--- src/design/cordic_sine_cosine_unit_macros.svh ---
// -----------------------------------------------------------------------------
// cordic_sine_cosine_unit_macros.svh
// Assertion helpers for the CORDIC sine/cosine unit. They expect clk and rst_n
// to be in scope.
// -----------------------------------------------------------------------------
`ifndef CORDIC_SINE_COSINE_UNIT_MACROS_SVH
`define CORDIC_SINE_COSINE_UNIT_MACROS_SVH

// Implication checked at every clock edge outside reset.
`define CSC_ASSERT_IMPLY(lbl, ante, cons, msg) \
  lbl: assert property (@(posedge clk) disable iff (!rst_n) (ante) |-> (cons)) \
    else $error(msg);

// Condition that must never be seen outside reset.
`define CSC_ASSERT_NEVER(lbl, cond, msg) \
  lbl: assert property (@(posedge clk) disable iff (!rst_n) !(cond)) \
    else $error(msg);

`endif

--- src/design/csc_pkg.sv ---
// -----------------------------------------------------------------------------
// csc_pkg
// Shared widths, arctangent table and stage types for the CORDIC unit.
// -----------------------------------------------------------------------------
package csc_pkg;

  localparam int CSC_ROTATION_STEPS = 16;
  localparam int CSC_TABLE_LEN      = 16;

  localparam int CSC_PHASE_W = 16;
  localparam int CSC_RES_W   = 14;          // residual angle bits
  localparam int CSC_OUT_W   = 17;
  localparam int CSC_XY_W    = 33;          // x/y datapath, |x|,|y| < 2^31
  localparam int CSC_Z_W     = 34;          // angle accumulator
  localparam int CSC_ATAN_W  = 32;
  localparam int CSC_MAG_W   = CSC_XY_W - 14;  // |v| >> 14
  localparam int CSC_GAIN_W  = 15;
  localparam int CSC_PROD_W  = CSC_MAG_W + CSC_GAIN_W;

  localparam logic [CSC_GAIN_W-1:0] CSC_GAIN = 15'h4DBA;
  localparam logic signed [CSC_XY_W-1:0] CSC_X_START = CSC_XY_W'(64'sd1 <<< 30);

  // atan(2^-i), 2^31 = 90 degrees
  localparam logic [CSC_ATAN_W-1:0] CSC_ATAN [CSC_TABLE_LEN] = '{
    32'h40000000, 32'h25C80A3B, 32'h13F670B7, 32'h0A2223A8,
    32'h05161A86, 32'h028BAFC3, 32'h0145EC3D, 32'h00A2F8AA,
    32'h00517CA7, 32'h0028BE5D, 32'h00145F30, 32'h000A2F98,
    32'h000517CC, 32'h00028BE6, 32'h000145F3, 32'h0000A2FA
  };

  typedef enum logic [1:0] {
    CSC_QUAD_0 = 2'd0,
    CSC_QUAD_1 = 2'd1,
    CSC_QUAD_2 = 2'd2,
    CSC_QUAD_3 = 2'd3
  } csc_quad_t;

  typedef struct packed {
    csc_quad_t                   quad;
    logic signed [CSC_XY_W-1:0]  x;
    logic signed [CSC_XY_W-1:0]  y;
    logic signed [CSC_Z_W-1:0]   z;
  } csc_stage_t;

endpackage

--- src/design/csc_rot_stage.sv ---
// -----------------------------------------------------------------------------
// csc_rot_stage
// One registered rotation-mode CORDIC micro-rotation with a fixed shift.
// -----------------------------------------------------------------------------
module csc_rot_stage
  import csc_pkg::*;
#(
  parameter int STEP = 0
) (
  input  logic       clk,
  input  logic       rst_n,
  input  logic       vld_i,
  input  csc_stage_t stg_i,
  output logic       vld_o,
  output csc_stage_t stg_o
);

  localparam logic signed [CSC_Z_W-1:0] ATAN_EXT =
    $signed({{(CSC_Z_W-CSC_ATAN_W){1'b0}}, CSC_ATAN[STEP]});

  logic              vld_r;
  csc_stage_t        stg_r;
  csc_stage_t        stg_nxt;
  logic signed [CSC_XY_W-1:0] x_sh;
  logic signed [CSC_XY_W-1:0] y_sh;

  // arithmetic shift rounds toward minus infinity
  assign x_sh = stg_i.x >>> STEP;
  assign y_sh = stg_i.y >>> STEP;

  always_comb begin
    stg_nxt.quad = stg_i.quad;
    if (stg_i.z[CSC_Z_W-1]) begin
      stg_nxt.z = stg_i.z + ATAN_EXT;
      stg_nxt.x = stg_i.x + y_sh;
      stg_nxt.y = stg_i.y - x_sh;
    end else begin
      stg_nxt.z = stg_i.z - ATAN_EXT;
      stg_nxt.x = stg_i.x - y_sh;
      stg_nxt.y = stg_i.y + x_sh;
    end
  end

  always_ff @(posedge clk) begin
    if (!rst_n) begin
      vld_r <= 1'b0;
    end else begin
      vld_r <= vld_i;
    end
  end

  always_ff @(posedge clk) begin
    stg_r <= stg_nxt;
  end

  assign vld_o = vld_r;
  assign stg_o = stg_r;

endmodule

--- src/design/csc_scale.sv ---
// -----------------------------------------------------------------------------
// csc_scale
// Gain scaling of |x| and |y| and quadrant placement, two register stages.
// -----------------------------------------------------------------------------
module csc_scale
  import csc_pkg::*;
(
  input  logic                        clk,
  input  logic                        rst_n,
  input  logic                        vld_i,
  input  csc_stage_t                  stg_i,
  output logic                        vld_o,
  output logic signed [CSC_OUT_W-1:0] cosine_o,
  output logic signed [CSC_OUT_W-1:0] sine_o
);

  logic [CSC_XY_W-1:0]   abs_x;
  logic [CSC_XY_W-1:0]   abs_y;
  logic [CSC_PROD_W-1:0] prod_x_nxt, prod_y_nxt;
  logic [CSC_PROD_W-1:0] prod_x_r, prod_y_r;
  csc_quad_t             quad_r;
  logic                  vld1_r;

  logic [CSC_OUT_W-1:0]  mag_x, mag_y;
  logic signed [CSC_OUT_W-1:0] cos_nxt, sin_nxt;
  logic signed [CSC_OUT_W-1:0] cos_r, sin_r;
  logic                  vld2_r;

  // stage 1: magnitude and gain product
  always_comb begin
    abs_x = stg_i.x[CSC_XY_W-1] ? CSC_XY_W'(-stg_i.x) : CSC_XY_W'(stg_i.x);
    abs_y = stg_i.y[CSC_XY_W-1] ? CSC_XY_W'(-stg_i.y) : CSC_XY_W'(stg_i.y);
    prod_x_nxt = CSC_PROD_W'(abs_x[CSC_XY_W-1:14]) * CSC_PROD_W'(CSC_GAIN);
    prod_y_nxt = CSC_PROD_W'(abs_y[CSC_XY_W-1:14]) * CSC_PROD_W'(CSC_GAIN);
  end

  always_ff @(posedge clk) begin
    prod_x_r <= prod_x_nxt;
    prod_y_r <= prod_y_nxt;
    quad_r   <= stg_i.quad;
  end

  // stage 2: place and negate by quadrant
  assign mag_x = prod_x_r[16 +: CSC_OUT_W];
  assign mag_y = prod_y_r[16 +: CSC_OUT_W];

  always_comb begin
    case (quad_r)
      CSC_QUAD_0: begin
        cos_nxt = $signed(mag_x);
        sin_nxt = $signed(mag_y);
      end
      CSC_QUAD_1: begin
        cos_nxt = -$signed(mag_y);
        sin_nxt = $signed(mag_x);
      end
      CSC_QUAD_2: begin
        cos_nxt = -$signed(mag_x);
        sin_nxt = -$signed(mag_y);
      end
      default: begin
        cos_nxt = $signed(mag_y);
        sin_nxt = -$signed(mag_x);
      end
    endcase
  end

  always_ff @(posedge clk) begin
    cos_r <= cos_nxt;
    sin_r <= sin_nxt;
  end

  always_ff @(posedge clk) begin
    if (!rst_n) begin
      vld1_r <= 1'b0;
      vld2_r <= 1'b0;
    end else begin
      vld1_r <= vld_i;
      vld2_r <= vld1_r;
    end
  end

  assign vld_o    = vld2_r;
  assign cosine_o = cos_r;
  assign sine_o   = sin_r;

endmodule

--- src/design/cordic_sine_cosine_unit.sv ---
// -----------------------------------------------------------------------------
// cordic_sine_cosine_unit
// Phase to cosine/sine converter, pipelined rotation-mode CORDIC.
// -----------------------------------------------------------------------------
// Usage:
//   Drive in_phase (65536 steps per turn) and pulse start; a beat is taken at
//   every clock edge with start high and busy low. busy is always low: the
//   pipeline takes one phase per clock with no gaps.
//   Each result beat shows on out_cosine/out_sine (signed Q1.15, 32768 = 1.0)
//   for exactly one cycle, marked by out_valid.
// Pipeline: from the accepting edge to the edge that takes the result, one
//   register per micro-rotation, then one for the gain multiply and one for
//   the quadrant mapping. Throughput: one beat per clock.
// Reset: synchronous, active low; clears the valid bits of every stage, so no
//   stale beat comes out after reset. Data registers are not reset.
// Back-pressure: none; the receiver must take each beat in its cycle.
// -----------------------------------------------------------------------------
`include "cordic_sine_cosine_unit_macros.svh"

module cordic_sine_cosine_unit
  import csc_pkg::*;
#(
  parameter int ROTATION_STEPS = CSC_ROTATION_STEPS   // 8..16
) (
  input  logic                        clk,
  input  logic                        rst_n,
  input  logic                        start,
  output logic                        busy,
  input  logic [CSC_PHASE_W-1:0]      in_phase,
  output logic                        out_valid,
  output logic signed [CSC_OUT_W-1:0] out_cosine,
  output logic signed [CSC_OUT_W-1:0] out_sine
);

  localparam int LATENCY = ROTATION_STEPS + 2;

  // stage ports: index 0 is the unregistered entry, index N the last rotation
  logic       vld [ROTATION_STEPS+1];
  csc_stage_t stg [ROTATION_STEPS+1];

  // fully pipelined: never refuses a beat
  assign busy = 1'b0;

  // Entry: quadrant from the top bits, residual angle scaled so 2^31 = 90 deg.
  assign vld[0]      = start & ~busy;
  assign stg[0].quad = csc_quad_t'(in_phase[CSC_PHASE_W-1 -: 2]);
  assign stg[0].x    = CSC_X_START;
  assign stg[0].y    = '0;
  assign stg[0].z    = $signed({{(CSC_Z_W-CSC_RES_W-17){1'b0}},
                                in_phase[CSC_RES_W-1:0], 17'b0});

  // One register stage per micro-rotation.
  for (genvar i = 0; i < ROTATION_STEPS; i++) begin : g_rot
    csc_rot_stage #(
      .STEP (i)
    ) u_rot (
      .clk   (clk),
      .rst_n (rst_n),
      .vld_i (vld[i]),
      .stg_i (stg[i]),
      .vld_o (vld[i+1]),
      .stg_o (stg[i+1])
    );
  end

  // Gain multiply and quadrant mapping.
  csc_scale u_scale (
    .clk      (clk),
    .rst_n    (rst_n),
    .vld_i    (vld[ROTATION_STEPS]),
    .stg_i    (stg[ROTATION_STEPS]),
    .vld_o    (out_valid),
    .cosine_o (out_cosine),
    .sine_o   (out_sine)
  );

  // ---------------------------------------------------------------------------
  // Checks
  // ---------------------------------------------------------------------------
  // A result only comes out for a beat that was accepted at the pipeline input.
  `CSC_ASSERT_IMPLY(a_out_matches_accept, out_valid, $past(start && !busy, LATENCY), "result without matching input beat")

  // Outputs stay within [-1.0, +1.0].
  `CSC_ASSERT_NEVER(a_out_range, out_valid && (out_cosine > 17'sd32768 || out_cosine < -17'sd32768 || out_sine > 17'sd32768 || out_sine < -17'sd32768), "result magnitude above 1.0")

  // First-quadrant phases give non-negative cosine and sine.
  `CSC_ASSERT_IMPLY(a_quad0_sign, out_valid && ($past(in_phase[CSC_PHASE_W-1 -: 2], LATENCY) == CSC_QUAD_0), !out_cosine[CSC_OUT_W-1] && !out_sine[CSC_OUT_W-1], "wrong sign in first quadrant")

endmodule

--- config.mk ---
export PLATFORM = sky130hd
export DESIGN_NAME = cordic_sine_cosine_unit
export DESIGN_NICKNAME = d
export VERILOG_FILES = /design/src/design/csc_pkg.sv /design/src/design/csc_rot_stage.sv /design/src/design/csc_scale.sv /design/src/design/cordic_sine_cosine_unit.sv
export VERILOG_INCLUDE_DIRS = /design/src /design/src/design
export SDC_FILE = /design/constraint.sdc
export NUM_CORES = 2
export LEC_CHECK = 0
export ABC_AREA = 0
export ABC_CLOCK_PERIOD_IN_PS = 9900
export BUFFER_PORTS_ARGS = -buffer_cell sky130_fd_sc_hd__buf_2
export CORE_MARGIN = 2
export CORE_UTILIZATION = 55
export DETAILED_ROUTE_END_ITERATION = 10
export GPL_TIMING_DRIVEN = 0
export HOLD_SLACK_MARGIN = 0.05
export PLACE_DENSITY = 0.71
export SLEW_MARGIN = 30
export SYNTH_ARGS = -nofsm -noshare
export SYNTH_HDL_FRONTEND = slang
export SYNTH_SLANG_ARGS = --single-unit
--- constraint.sdc ---
create_clock -name clk -period 9.9 [get_ports clk]
set_input_delay 0.495 -clock clk [delete_from_list [all_inputs] [get_ports clk]]
set_output_delay 0.495 -clock clk [all_outputs]
set_load 0.01 [all_outputs]
==> qor.csv <==
metric;value;unit
outcome;finished, final reports clean;
vias;74000;
place_congestion;0.946;
grt_max_degree;32;
r2r-start;g_rot[15].u_rot.stg_o[46];
syn_area;0.0929;mm²
r2r_end;u_scale.prod_y_r[27];
whs_path_depth;2;
crit_path_end_kind;flop;
cts.sinks;1268;
grt_usage;26.5;%
postRouteAntennaNets;0;
port_buffers;53;
cts_made_buffers;147;
crit_type;flop to flop;
wl;233000;µm
avgSynthCellArea;8.88;µm²
synth_fp_nets;12000;
worst_clock_skew;0.0386;ns
finalSetupViolations;0;
cp.required;10.53;ns
wire_per_inst;17.9;µm
final.min_clock_period;9.39;ns
htree_num_levels;4;
synth_largest_area_cell;dfxtp_1;
ys_seq_area_share;27.3;%
drv_slew;0;
worst_path_max_delay_cell;fa_1;
hold_viol;0;
die_h;415;µm
clockBufferDepth;3;
hold_path_class;primary input to flop;
yosys.area.top_type_share;27.3;%
cts_tree;yes;
placed_area;0.0960;mm²
grt_pass1_wl;375000;µm
grt_pass1_vias;72600;
rr_worst_depth;32;
drtIter0Drc;4289;
yosys_warnings;0;
final_common_cell;ha_1;
hpwlAfterDp;190000;µm
gr-total-overflow;0;
die_area;0.172;mm²
slew_headroom;33.8;%
holdPathEnd;g_rot[0].u_rot.stg_o[28];
synthArstFlopShare;0;%
synth_edf_count;0;
antenna_found_initial;2;
fin_crit_sh;94.9;%
insertion_delay;0.82;ns
dr.pass1.iters;7;
design_area;0.102;mm²
ys_ff_latch;1268;
synthFlopType;dfxtp_1;
synth_area_leaders;dfxtp_1 27%, ha_1 18%, xnor2_1 9.2%, a21oi_1 5.6%, fa_1 5.1%;
syn_inst;10500;
r2r_setup_slack;0.51;ns
clk_pin_slew;0.06;ns
arrival;10.02;ns
areaGrowthSynthToFinish;9.38;%
root_buffer;clkbuf_16;
worstMarginPinSlew;0.986;ns
viasPerCell;5.68;
start_util;55.5;%
final_cell_mix;1302 x ha_1, 1266 x dfxtp_1, 1046 x a21oi_1;
die_w;415;µm
crit_path_start_kind;flop;
cap_violations;0;
num_io_pins;55;
num_rows;150;
max_freq;106;MHz
rsz0062_at_grt;false;
drc;0;
synth_cell_types;82;
core;0.168;mm²
layout-drive-gt1-share;4.25;%
hp-start;in_phase[11];
cp_slowest_stage_delay;0.53;ns
fin_nets;12200;
critPathMaxFanout;5;
-- cells by family after synthesis --
family / share of synthesized area, %
flip-flops: 27.3
AND/OR/NAND/NOR: 11.9
XOR/XNOR: 13.7
AO/OA/AOI/OAI: 19.3
other: 0.00403
buffers and inverters: 3.70
multiplexers: 1.40
adder cells (fa/ha/maj): 22.6
-- critical path: cells and delay by family, from the launching register on --
kind	cells	cell delay [ns]
adders and majority gates	7	3.01
buffers and inverters	5	0.65
and+or+nand+nor	11	3.11
DFF	1	0.29
xor gates and xnor gates	2	0.65
AOI/OAI and AO/OA	7	1.52
-- per-layer routing --
layer	up-vias	GRT usage (%)	share of wire [%]
met5	-	0	0.0099
met4	4	11.2	4.3
met3	507	3.19	3.9
met2	1647	47.4	49
met1	34500	31.9	43
li1	37300	-	-
-- through the flow --
stage	util, %	setup TNS (ns)	instances	hold WS [ns]	worst slack (ns)
floorplan	-	0	10500	0.310	1.27
global placement	57.3	-4.81	12700	0.310	-0.808
detailed placement	57.3	-5.56	12700	0.312	-0.869
CTS	60.6	0	13000	0.246	0.0892
global route	60.7	0	13000	0.279	0.0206
finish	60.7	0	13000	0.314	0.506
-- repair_timing --
item,CTS,global route
hold buffers,18,0
hold endpoints to repair,25,0
buffers inserted,4,4
gates resized for setup,5,8
setup endpoints to repair,16,9
pin swaps,2,3
-- cell type report --
cell class | instances | area, µm²
Fill cell | 14500 | 65900
Multi-Input combinational cell | 8283 | 64300
Sequential cell | 1268 | 25400
Clock buffer | 200 | 4190
Inverter | 764 | 2870
Tap cell | 2204 | 2760
Clock inverter | 75 | 1130
Buffer | 149 | 569
Timing Repair Buffer | 79 | 505
Antenna cell | 1 | 2.50
-- state kept, by name, indices dropped and copies added, names as in the netlist, 2 cells and up --
register / flops
g_rot.u_rot.stg_o: 1180
g_rot.u_rot.vld_o: 16
u_scale.cosine_o: 17
u_scale.prod_x_r: 17
u_scale.prod_y_r: 17
u_scale.quad_r: 2
u_scale.sine_o: 17
-- worst max-delay path by stage --
stage | endpoint | from | slack (ns)
floorplan | u_scale.prod_x_r[29] | g_rot[15].u_rot.stg_o[76] | 1.27
global placement | u_scale.prod_x_r[29] | g_rot[15].u_rot.stg_o[68] | -0.81
detailed placement | u_scale.prod_x_r[29] | g_rot[15].u_rot.stg_o[76] | -0.87
CTS | u_scale.prod_x_r[29] | g_rot[15].u_rot.stg_o[68] | 0.09
global route | u_scale.prod_y_r[27] | g_rot[15].u_rot.stg_o[46] | 0.02
finish | u_scale.prod_y_r[27] | g_rot[15].u_rot.stg_o[46] | 0.51
-- Yosys cell counts (113+ instances only) --
cell type  count
nand2_1      469
inv_1        761
nor3_1       236
a21o_1       496
nor2_1       771
o21ai_0      464
nor2b_1      135
o21a_1       169
xor2_1       482
nand3_1      134
xnor2_1      974
ha_1        1302
o21bai_1     151
fa_1         235
dfxtp_1     1268
a21oi_1     1047
nand2b_1     162
clkbuf_1     113
Power is left out: the tool's default activity adds up to more than one toggle a clock period on the data nets, which glitch-free logic cannot reach.
